File: src/hw/rtl/lss_pkg.sv
// Shared constants for the latency/size statistics block.
// No dependencies; imported by lss_div, lss_mul and the top level.
package lss_pkg;

  localparam int unsigned TIME_W  = 63;
  localparam int unsigned SIZE_W  = 32;
  localparam int unsigned CLS_W   = 2;
  localparam int unsigned STAT_W  = 64;
  localparam int unsigned STEP_W  = 6;   // counts the 64 serial steps

  localparam int unsigned IN_DATA_W  = 160;  // 158 bits of fields, padded to bytes
  localparam int unsigned OUT_DATA_W = 448;

  localparam logic [STAT_W-1:0] U64_MAX     = 64'hFFFF_FFFF_FFFF_FFFF;
  localparam logic [STAT_W-1:0] LAT_POS_MAX = 64'h7FFF_FFFF_FFFF_FFFF;
  localparam logic [SIZE_W-1:0] SIZE_ONES   = 32'hFFFF_FFFF;

  localparam logic [STEP_W-1:0] LAST_STEP = 6'd63;

  // status classes
  localparam logic [CLS_W-1:0] CLS_OK        = 2'd0;
  localparam logic [CLS_W-1:0] CLS_NOT_FOUND = 2'd1;
  localparam logic [CLS_W-1:0] CLS_TIMEOUT   = 2'd2;
  localparam logic [CLS_W-1:0] CLS_OTHER     = 2'd3;

endpackage

File: src/hw/rtl/lss_div.sv
// Bit-serial restoring divider with round-to-nearest: (x + d/2) / d, unsigned 64-bit.
// A pre-add step, then one quotient bit per cycle. Uses lss_pkg.
module lss_div
  import lss_pkg::*;
(
  input  logic              clk,
  input  logic              rst_n,
  input  logic              start,
  input  logic [STAT_W-1:0] dividend,
  input  logic [STAT_W-1:0] divisor,
  output logic              done,
  output logic [STAT_W-1:0] quotient
);

  logic              busy_r;
  logic              pre_r;
  logic              done_r;
  logic [STEP_W-1:0] cnt_r;
  logic [STAT_W-1:0] q_r;
  logic [STAT_W-1:0] d_r;
  logic [STAT_W:0]   rem_r;

  logic [STAT_W:0]   rem_sh;
  logic [STAT_W:0]   rem_nxt;
  logic [STAT_W-1:0] q_nxt;
  logic              qbit;

  always_comb begin
    rem_sh  = {rem_r[STAT_W-1:0], q_r[STAT_W-1]};
    qbit    = (rem_sh >= {1'b0, d_r});
    rem_nxt = qbit ? (rem_sh - {1'b0, d_r}) : rem_sh;
    q_nxt   = {q_r[STAT_W-2:0], qbit};
  end

  always_ff @(posedge clk) begin
    if (!rst_n) begin
      busy_r <= 1'b0;
      pre_r  <= 1'b0;
      done_r <= 1'b0;
      cnt_r  <= '0;
    end else begin
      done_r <= 1'b0;
      if (start) begin
        busy_r <= 1'b1;
        pre_r  <= 1'b1;
        cnt_r  <= '0;
      end else if (busy_r) begin
        if (pre_r) begin
          pre_r <= 1'b0;
        end else begin
          cnt_r <= cnt_r + 1'b1;
          if (cnt_r == LAST_STEP) begin
            busy_r <= 1'b0;
            done_r <= 1'b1;
          end
        end
      end
    end
  end

  // dividend shifts out of q_r from the top while quotient bits enter below;
  // a zero divisor yields all ones
  always_ff @(posedge clk) begin
    if (start) begin
      q_r   <= dividend;
      d_r   <= divisor;
      rem_r <= '0;
    end else if (busy_r) begin
      if (pre_r) begin
        q_r <= q_r + {1'b0, d_r[STAT_W-1:1]};
      end else begin
        q_r   <= q_nxt;
        rem_r <= rem_nxt;
      end
    end
  end

  assign done     = done_r;
  assign quotient = q_r;

endmodule

File: src/hw/rtl/lss_mul.sv
// Bit-serial shift-add multiplier, low 64 bits of a 64x64 product.
// One multiplier bit per cycle. Uses lss_pkg.
module lss_mul
  import lss_pkg::*;
(
  input  logic              clk,
  input  logic              rst_n,
  input  logic              start,
  input  logic [STAT_W-1:0] op_a,
  input  logic [STAT_W-1:0] op_b,
  output logic              done,
  output logic [STAT_W-1:0] product
);

  logic              busy_r;
  logic              done_r;
  logic [STEP_W-1:0] cnt_r;
  logic [STAT_W-1:0] a_r;
  logic [STAT_W-1:0] b_r;
  logic [STAT_W-1:0] p_r;

  always_ff @(posedge clk) begin
    if (!rst_n) begin
      busy_r <= 1'b0;
      done_r <= 1'b0;
      cnt_r  <= '0;
    end else begin
      done_r <= 1'b0;
      if (start) begin
        busy_r <= 1'b1;
        cnt_r  <= '0;
      end else if (busy_r) begin
        cnt_r <= cnt_r + 1'b1;
        if (cnt_r == LAST_STEP) begin
          busy_r <= 1'b0;
          done_r <= 1'b1;
        end
      end
    end
  end

  always_ff @(posedge clk) begin
    if (start) begin
      a_r <= op_a;
      b_r <= op_b;
      p_r <= '0;
    end else if (busy_r) begin
      if (b_r[0]) begin
        p_r <= p_r + a_r;
      end
      a_r <= {a_r[STAT_W-2:0], 1'b0};
      b_r <= {1'b0, b_r[STAT_W-1:1]};
    end
  end

  assign done    = done_r;
  assign product = p_r;

endmodule

File: src/hw/rtl/latency_size_statistics_unit.sv
// Latency/size statistics over completed requests, with squared deviations.
// Depends on lss_pkg, lss_div (two instances) and lss_mul.
//
// Usage:
//  - in_* channel takes one completed request: in_tdata holds start time,
//    end time and transfer size; in_tuser holds the status class.
//  - out_* channel returns one result per request: out_tuser the accepted
//    flag, out_tdata all running statistics after the update.
//  - One request at a time. A counted request from the second sample on
//    passes from accept to out_tvalid through capture (S_LAT) and update
//    (S_UPD), the two round-to-nearest dividers side by side (S_DIV), then
//    the serial multiplier (S_MUL) and the output load (S_OUT). The first
//    sample skips dividers and multiplier; an ignored request (other-error
//    class) skips the update too.
//  - in_tready rises the cycle after a result is loaded.
//  - The output register holds a result until out_tready; the next request
//    can be accepted and processed meanwhile, and waits in the final state
//    only if the previous result is still not taken.
//  - Synchronous active-low reset clears all statistics to their empty
//    values (minimums to the largest value, the rest to zero) and drops
//    out_tvalid.
module latency_size_statistics_unit
  import lss_pkg::*;
(
  input  logic                  clk,
  input  logic                  rst_n,
  input  logic                  in_tvalid,
  output logic                  in_tready,
  // [62:0] start_time, [125:63] end_time, [157:126] xfer_size, [159:158] zero
  input  logic [IN_DATA_W-1:0]  in_tdata,
  // [1:0] status_class
  input  logic [CLS_W-1:0]      in_tuser,
  output logic                  out_tvalid,
  input  logic                  out_tready,
  // [63:0] request_count, [127:64] size_total, [159:128] size_smallest,
  // [191:160] size_largest, [255:192] latency_total,
  // [319:256] latency_smallest, [383:320] latency_largest,
  // [447:384] latency_sq_dev
  output logic [OUT_DATA_W-1:0] out_tdata,
  // [0] accepted
  output logic                  out_tuser
);

  localparam logic [2:0] S_IDLE = 3'd0;
  localparam logic [2:0] S_LAT  = 3'd1;
  localparam logic [2:0] S_UPD  = 3'd2;
  localparam logic [2:0] S_DIV  = 3'd3;
  localparam logic [2:0] S_MUL  = 3'd4;
  localparam logic [2:0] S_OUT  = 3'd5;

  logic [2:0]        st_r;

  logic [TIME_W-1:0] start_r;
  logic [TIME_W-1:0] end_r;
  logic [SIZE_W-1:0] size_r;
  logic [CLS_W-1:0]  cls_r;
  logic [STAT_W-1:0] lat_r;
  logic              acc_r;

  logic [STAT_W-1:0] count_r;
  logic [STAT_W-1:0] size_acc_r;
  logic [SIZE_W-1:0] size_lo_r;
  logic [SIZE_W-1:0] size_hi_r;
  logic [STAT_W-1:0] lat_sum_r;
  logic [STAT_W-1:0] lat_min_r;
  logic [STAT_W-1:0] lat_max_r;
  logic [STAT_W-1:0] sq_sum_r;

  logic                  out_tvalid_r;
  logic [OUT_DATA_W-1:0] out_tdata_r;
  logic                  out_tuser_r;

  logic              div_start;
  logic              div_old_done;
  logic              div_new_done;
  logic [STAT_W-1:0] avg_old;
  logic [STAT_W-1:0] avg_new;
  logic              mul_start;
  logic              mul_done;
  logic [STAT_W-1:0] mul_a;
  logic [STAT_W-1:0] mul_b;
  logic [STAT_W-1:0] prod;
  logic              out_load;

  assign in_tready = (st_r == S_IDLE);

  // old mean uses the sum before this sample over the old count; the new one
  // the updated sum over the updated count
  assign div_start = (st_r == S_UPD) && (count_r != '0);
  assign mul_start = (st_r == S_DIV) && div_old_done && div_new_done;
  assign mul_a     = lat_r - avg_old;
  assign mul_b     = lat_r - avg_new;
  assign out_load  = (st_r == S_OUT) && (!out_tvalid_r || out_tready);

  lss_div u_div_old (
    .clk      (clk),
    .rst_n    (rst_n),
    .start    (div_start),
    .dividend (lat_sum_r),
    .divisor  (count_r),
    .done     (div_old_done),
    .quotient (avg_old)
  );

  lss_div u_div_new (
    .clk      (clk),
    .rst_n    (rst_n),
    .start    (div_start),
    .dividend (lat_sum_r + lat_r),
    .divisor  (count_r + 64'd1),
    .done     (div_new_done),
    .quotient (avg_new)
  );

  lss_mul u_mul (
    .clk     (clk),
    .rst_n   (rst_n),
    .start   (mul_start),
    .op_a    (mul_a),
    .op_b    (mul_b),
    .done    (mul_done),
    .product (prod)
  );

  // request capture and latency
  always_ff @(posedge clk) begin
    if (in_tvalid && in_tready) begin
      start_r <= in_tdata[TIME_W-1:0];
      end_r   <= in_tdata[2*TIME_W-1:TIME_W];
      size_r  <= in_tdata[2*TIME_W+SIZE_W-1:2*TIME_W];
      cls_r   <= in_tuser;
    end
    if (st_r == S_LAT) begin
      lat_r <= {1'b0, end_r} - {1'b0, start_r};
      acc_r <= (cls_r != CLS_OTHER);
    end
  end

  always_ff @(posedge clk) begin
    if (!rst_n) begin
      st_r         <= S_IDLE;
      count_r      <= '0;
      size_acc_r   <= '0;
      size_lo_r    <= SIZE_ONES;
      size_hi_r    <= '0;
      lat_sum_r    <= '0;
      lat_min_r    <= LAT_POS_MAX;
      lat_max_r    <= '0;
      sq_sum_r     <= '0;
      out_tvalid_r <= 1'b0;
    end else begin
      if (out_load) begin
        out_tvalid_r <= 1'b1;
      end else if (out_tready) begin
        out_tvalid_r <= 1'b0;
      end
      unique case (st_r)
        S_IDLE: begin
          if (in_tvalid) begin
            st_r <= S_LAT;
          end
        end
        S_LAT: begin
          st_r <= (cls_r == CLS_OTHER) ? S_OUT : S_UPD;
        end
        S_UPD: begin
          count_r    <= count_r + 64'd1;
          size_acc_r <= size_acc_r + {32'd0, size_r};
          lat_sum_r  <= lat_sum_r + lat_r;
          if (size_r < size_lo_r) begin
            size_lo_r <= size_r;
          end
          if (size_r > size_hi_r) begin
            size_hi_r <= size_r;
          end
          if ($signed(lat_r) < $signed(lat_min_r)) begin
            lat_min_r <= lat_r;
          end
          if ($signed(lat_max_r) < $signed(lat_r)) begin
            lat_max_r <= lat_r;
          end
          st_r <= div_start ? S_DIV : S_OUT;
        end
        S_DIV: begin
          if (mul_start) begin
            st_r <= S_MUL;
          end
        end
        S_MUL: begin
          if (mul_done) begin
            sq_sum_r <= sq_sum_r + prod;
            st_r     <= S_OUT;
          end
        end
        S_OUT: begin
          if (out_load) begin
            st_r <= S_IDLE;
          end
        end
        default: begin
          st_r <= S_IDLE;
        end
      endcase
    end
  end

  always_ff @(posedge clk) begin
    if (out_load) begin
      out_tuser_r <= acc_r;
      out_tdata_r <= {sq_sum_r, lat_max_r, lat_min_r, lat_sum_r,
                      size_hi_r, size_lo_r, size_acc_r, count_r};
    end
  end

  assign out_tvalid = out_tvalid_r;
  assign out_tdata  = out_tdata_r;
  assign out_tuser  = out_tuser_r;

endmodule
File: config.mk
export PLATFORM = sky130hd
export DESIGN_NAME = latency_size_statistics_unit
export DESIGN_NICKNAME = d
export VERILOG_FILES = /design/src/hw/rtl/lss_pkg.sv /design/src/hw/rtl/lss_div.sv /design/src/hw/rtl/lss_mul.sv /design/src/hw/rtl/latency_size_statistics_unit.sv
export SDC_FILE = /design/constraint.sdc
export NUM_CORES = 2
export LEC_CHECK = 0
export BUFFER_PORTS_ARGS = -buffer_cell sky130_fd_sc_hd__buf_2
export CAP_MARGIN = 20
export CORE_MARGIN = 2
export CORE_UTILIZATION = 30
export CTS_BUF_LIST = sky130_fd_sc_hd__clkbuf_16
export CTS_CLUSTER_DIAMETER = 60
export DETAILED_ROUTE_END_ITERATION = 10
export GPL_ROUTABILITY_DRIVEN = 0
export HOLD_SLACK_MARGIN = 0.05
export REMOVE_ABC_BUFFERS = 1
export SLEW_MARGIN = 10
export SYNTH_ARGS = -nofsm -noshare
export SYNTH_HDL_FRONTEND = slang
export SYNTH_SLANG_ARGS = --single-unit
File: constraint.sdc
create_clock -name clk -period 41.6 [get_ports clk]
set_input_delay 8.32 -clock clk [delete_from_list [all_inputs] [get_ports clk]]
set_output_delay 8.32 -clock clk [all_outputs]
set_load 0.005 [all_outputs]
==> metrics.md <==
| Metric | Value |
|---|---|
| Final hold vios | `0` |
| Clock latency on the worst-skew pair | `between 900 and 1000 ps` |
| Hold-fix buffers at CTS | `0` |
| Synth-to-Final Area Change | `14.4%` |
| Worst Path Required | `42100 ps` |
| Final setup violation count | `0` |
| Largest family of logic cells by synthesized area | `compound AO/OA/AOI/OAI gates` |
| Maximum clock frequency | `between 80 and 90 MHz` |
| GRT Total Usage | `0.188` |
| Worst R2R Setup Slack | `35900 ps` |
| Post-synthesis mux area share | `0.0124` |
| DRC Markers | `0` |
| Endpoint class of the critical path | `flop` |
| GRT Residual Overflow | `0` |
| Wire per inst | `approximately 21 um` |
| Reg area | `roughly 45000 um^2` |
| Finished Layout Cells | `16400` |
| Synth Area in Compound Gates | `0.208` |
| Least-Margin Pin Slew | `1060 ps` |
| Initial Util | `0.302` |
| Largest net degree at the start of global routing | `about 140` |
| Root buffer cell | `clkbuf_16` |
| Core area | `roughly 350000 um^2` |
| Clk network pwr share | `0.275` |
| Primary FF master, synth | `edfxtp_1` |
| Clock buffer depth | `4` |
| Pwr Density | `around 59 nW/um^2` |
| Drt pass-1 iters | `6` |
| Post-Syn Area | `between 100000 and 150000 um^2` |
| Synth Area in Adders | `0.105` |
| Hold_ws | `363 ps` |
| Critical Path Fanout Max | `62` |
| Layout Utilization | `0.345` |
| Most common cell after layout, fill and taps aside | `nand2_1` |
| Critical Path Source Type | `input port` |
| Core Rows | `216` |
| First-pass GRT wire length | `a little over 500 mm` |
| Share of power burned in combinational logic | `0.385` |
| Sequential share of power | `0.340` |
| Share of layout cells above drive strength 1 | `0.101` |
| Worst VDD drop | `~0.036 mV` |
| DIE WIDTH | `roughly 590 um` |
| XOR/XNOR Fraction of Synth Area | `0.0599` |
| Net Sw Frac | `0.399` |
| CTS tree | `built` |
| Sequential share of the synthesized area | `0.431` |
| RSZ-0062 raised after global routing | `no` |
| Initial antenna violation count | `22` |
| Average size of a mapped cell | `~9.3 um^2` |
| #FFs+latches synth | `1728` |
| Ys Warns | `0` |
| Drt first-iter violations | `about 7700` |
| Max Cap Viol | `0` |
| Tcrit/Tclk final | `0.280` |
| CTS buffer count | `approximately 230` |
| Status | `finished, final reports clean` |
| CTS clk-pin slew, worst paths | `approximately 60 ps` |
| Layout Nets | `~13000` |
| Port bufs | `614` |
| Routed Antenna Nets | `0` |
| H-tree levels | `4` |
| Vias in the first global route | `80700` |
| Switching power | `approximately 2800 uW` |
| Static Leak | `about 0.051 uW` |
| Post-CTS Setup Inserts | `0` |
| Fillers | `approximately 36000` |
| Internal Pwr Total | `around 4300 uW` |
| Slew Limit Fails | `0` |
| Via count | `between 80000 and 90000` |
| Die area | `354000 um^2` |
| # IOs | `617` |
| Worst hold-check path type | `flop to flop` |
| FFs w/ async S/R, synth | `0` |
| Critical path class | `input port to flop` |
| Clock Skews | `95.0 ps` |
| Synth Area in Simple Gates | `0.139` |
| Vert. Die Dim | `roughly 590 um` |
| Slew HR | `0.275` |
| WL final | `348 mm` |
| Post-CTS sizing | `0` |
| Clock sinks | `approximately 1700` |
| Most frequent cells in the layout | `1222 x nand2_1, 1094 x a21oi_1, 1058 x edfxtp_1` |
| Max FFs per register | `roughly 450` |
| Dpl hpwl | `approximately 270 mm` |
| CP arrival | `approximately 12000 ps` |
| TNS Setup | `0 ps` |
| Number of synthesized flops with an enable pin | `between 1000 and 1500` |
| Area of the multi-input gates | `55000 um^2` |
| Via/cell ratio | `~5.2` |
| Post-Place Cells | `16000` |
| Period minus WS final | `11640 ps` |
| Netlist cell types | `117` |
| Mapped Cells | `11200` |
[stage by stage]
step,setup slack [ps],total power [uW],area [um^2]
2_1_floorplan,13380,4310,103000
3_3_place_gp,29050,5110,112000
3_5_place_dp,29000,5120,112000
4_1_cts,29950,7100,120000
5_1_grt,29730,7500,120000
6_report,29960,7080,120000
[worst paths after layout]
path,to,start,cells past startpoint
worst max register to register,lat_min_r[15]$_SDFFE_PN1P_,lat_r[13]$_DFFE_PN_,12
worst min-delay path,out_tdata[152]$_DFFE_PP_,size_lo_r[24]$_SDFFE_PN1P_,0
worst max-delay path,out_tdata[154]$_DFFE_PP_,out_tready,7
worst min register to register,out_tdata[152]$_DFFE_PP_,size_lo_r[24]$_SDFFE_PN1P_,0
[cell families after synthesis]
family | count (synthesis)
AOI/OAI and AO/OA | 3456
and+or+nand+nor | 3114
DFF | 1728
buffers and inverters | 1221
adders and majority gates | 869
xor gates and xnor gates | 716
muxes | 129
[power by group through the flow]
stage / combinational, uW / sequential [uW] / clock (uW)
global placement: 2660 / 2440 / 0
global route: 3010 / 2430 / 2060
detailed placement: 2680 / 2440 / 0
CTS: 2700 / 2410 / 1990
floorplan: 1960 / 2340 / 0
finish: 2720 / 2410 / 1950
[critical path, stage by stage]
cell and delay (ps):
buf_2 80, nor2b_1 140, nor2_4 520, buf_4 680
buf_4 700, buf_4 760, buf_4 800
[layout make-up]
class	count	share of cell area
Antenna cell	11	0.000230
Clock buffer	230	0.0481
Clock inverter	195	0.0139
Inverter	687	0.0217
Multi-Input combinational cell	8284	0.459
Sequential cell	1728	0.377
Tap cell	4578	0.0478
Timing Repair Buffer	700	0.0316
[synth_stat cells, types with 17 or more instances]
cell type / number / share of area
nand2_1: 1226 / 0.044
a21oi_1: 1094 / 0.052
edfxtp_1: 1058 / 0.30
ha_1: 858 / 0.10
o21ai_0: 692 / 0.033
inv_1: 684 / 0.025
dfxtp_1: 670 / 0.13
nor2_1: 611 / 0.022
a21o_1: 567 / 0.041
clkbuf_1: 463 / 0.017
xnor2_1: 385 / 0.032
nand3_1: 331 / 0.016
xor2_1: 331 / 0.028
nand4_1: 208 / 0.012
o211ai_1: 150 / 0.011
o31ai_1: 131 / 0.0094
mux2i_1: 125 / 0.012
nor3_1: 122 / 0.0058
and3_1: 107 / 0.0064
a31oi_1: 105 / 0.0063
nor2b_1: 104 / 0.0062
o21bai_1: 104 / 0.0075
nand2b_1: 103 / 0.0062
o21a_1: 100 / 0.0072
a211oi_1: 84 / 0.0060
o21ai_1: 83 / 0.0040
or3_1: 69 / 0.0041
and2_1: 56 / 0.0033
nor4_1: 56 / 0.0033
a311oi_1: 48 / 0.0040
buf_1: 42 / 0.0015
and4_1: 23 / 0.0019
o2111ai_1: 23 / 0.0019
a211o_1: 22 / 0.0018
a221oi_1: 22 / 0.0018
or2_2: 20 / 0.0012
a41oi_1: 19 / 0.0016
or4_1: 19 / 0.0014
a21boi_0: 18 / 0.0013
buf_2: 17 / 0.00081
[metal layers]
metal | part of all wire | vias up | track usage
li1 | - | 41800 | -
met1 | 0.45 | 41000 | 0.259
met2 | 0.45 | 2800 | 0.301
met3 | 0.070 | 472 | 0.0286
met4 | 0.031 | 2 | 0.0581
met5 | 0.000020 | - | 0
Note: power is estimated with default switching activity, not from simulation.
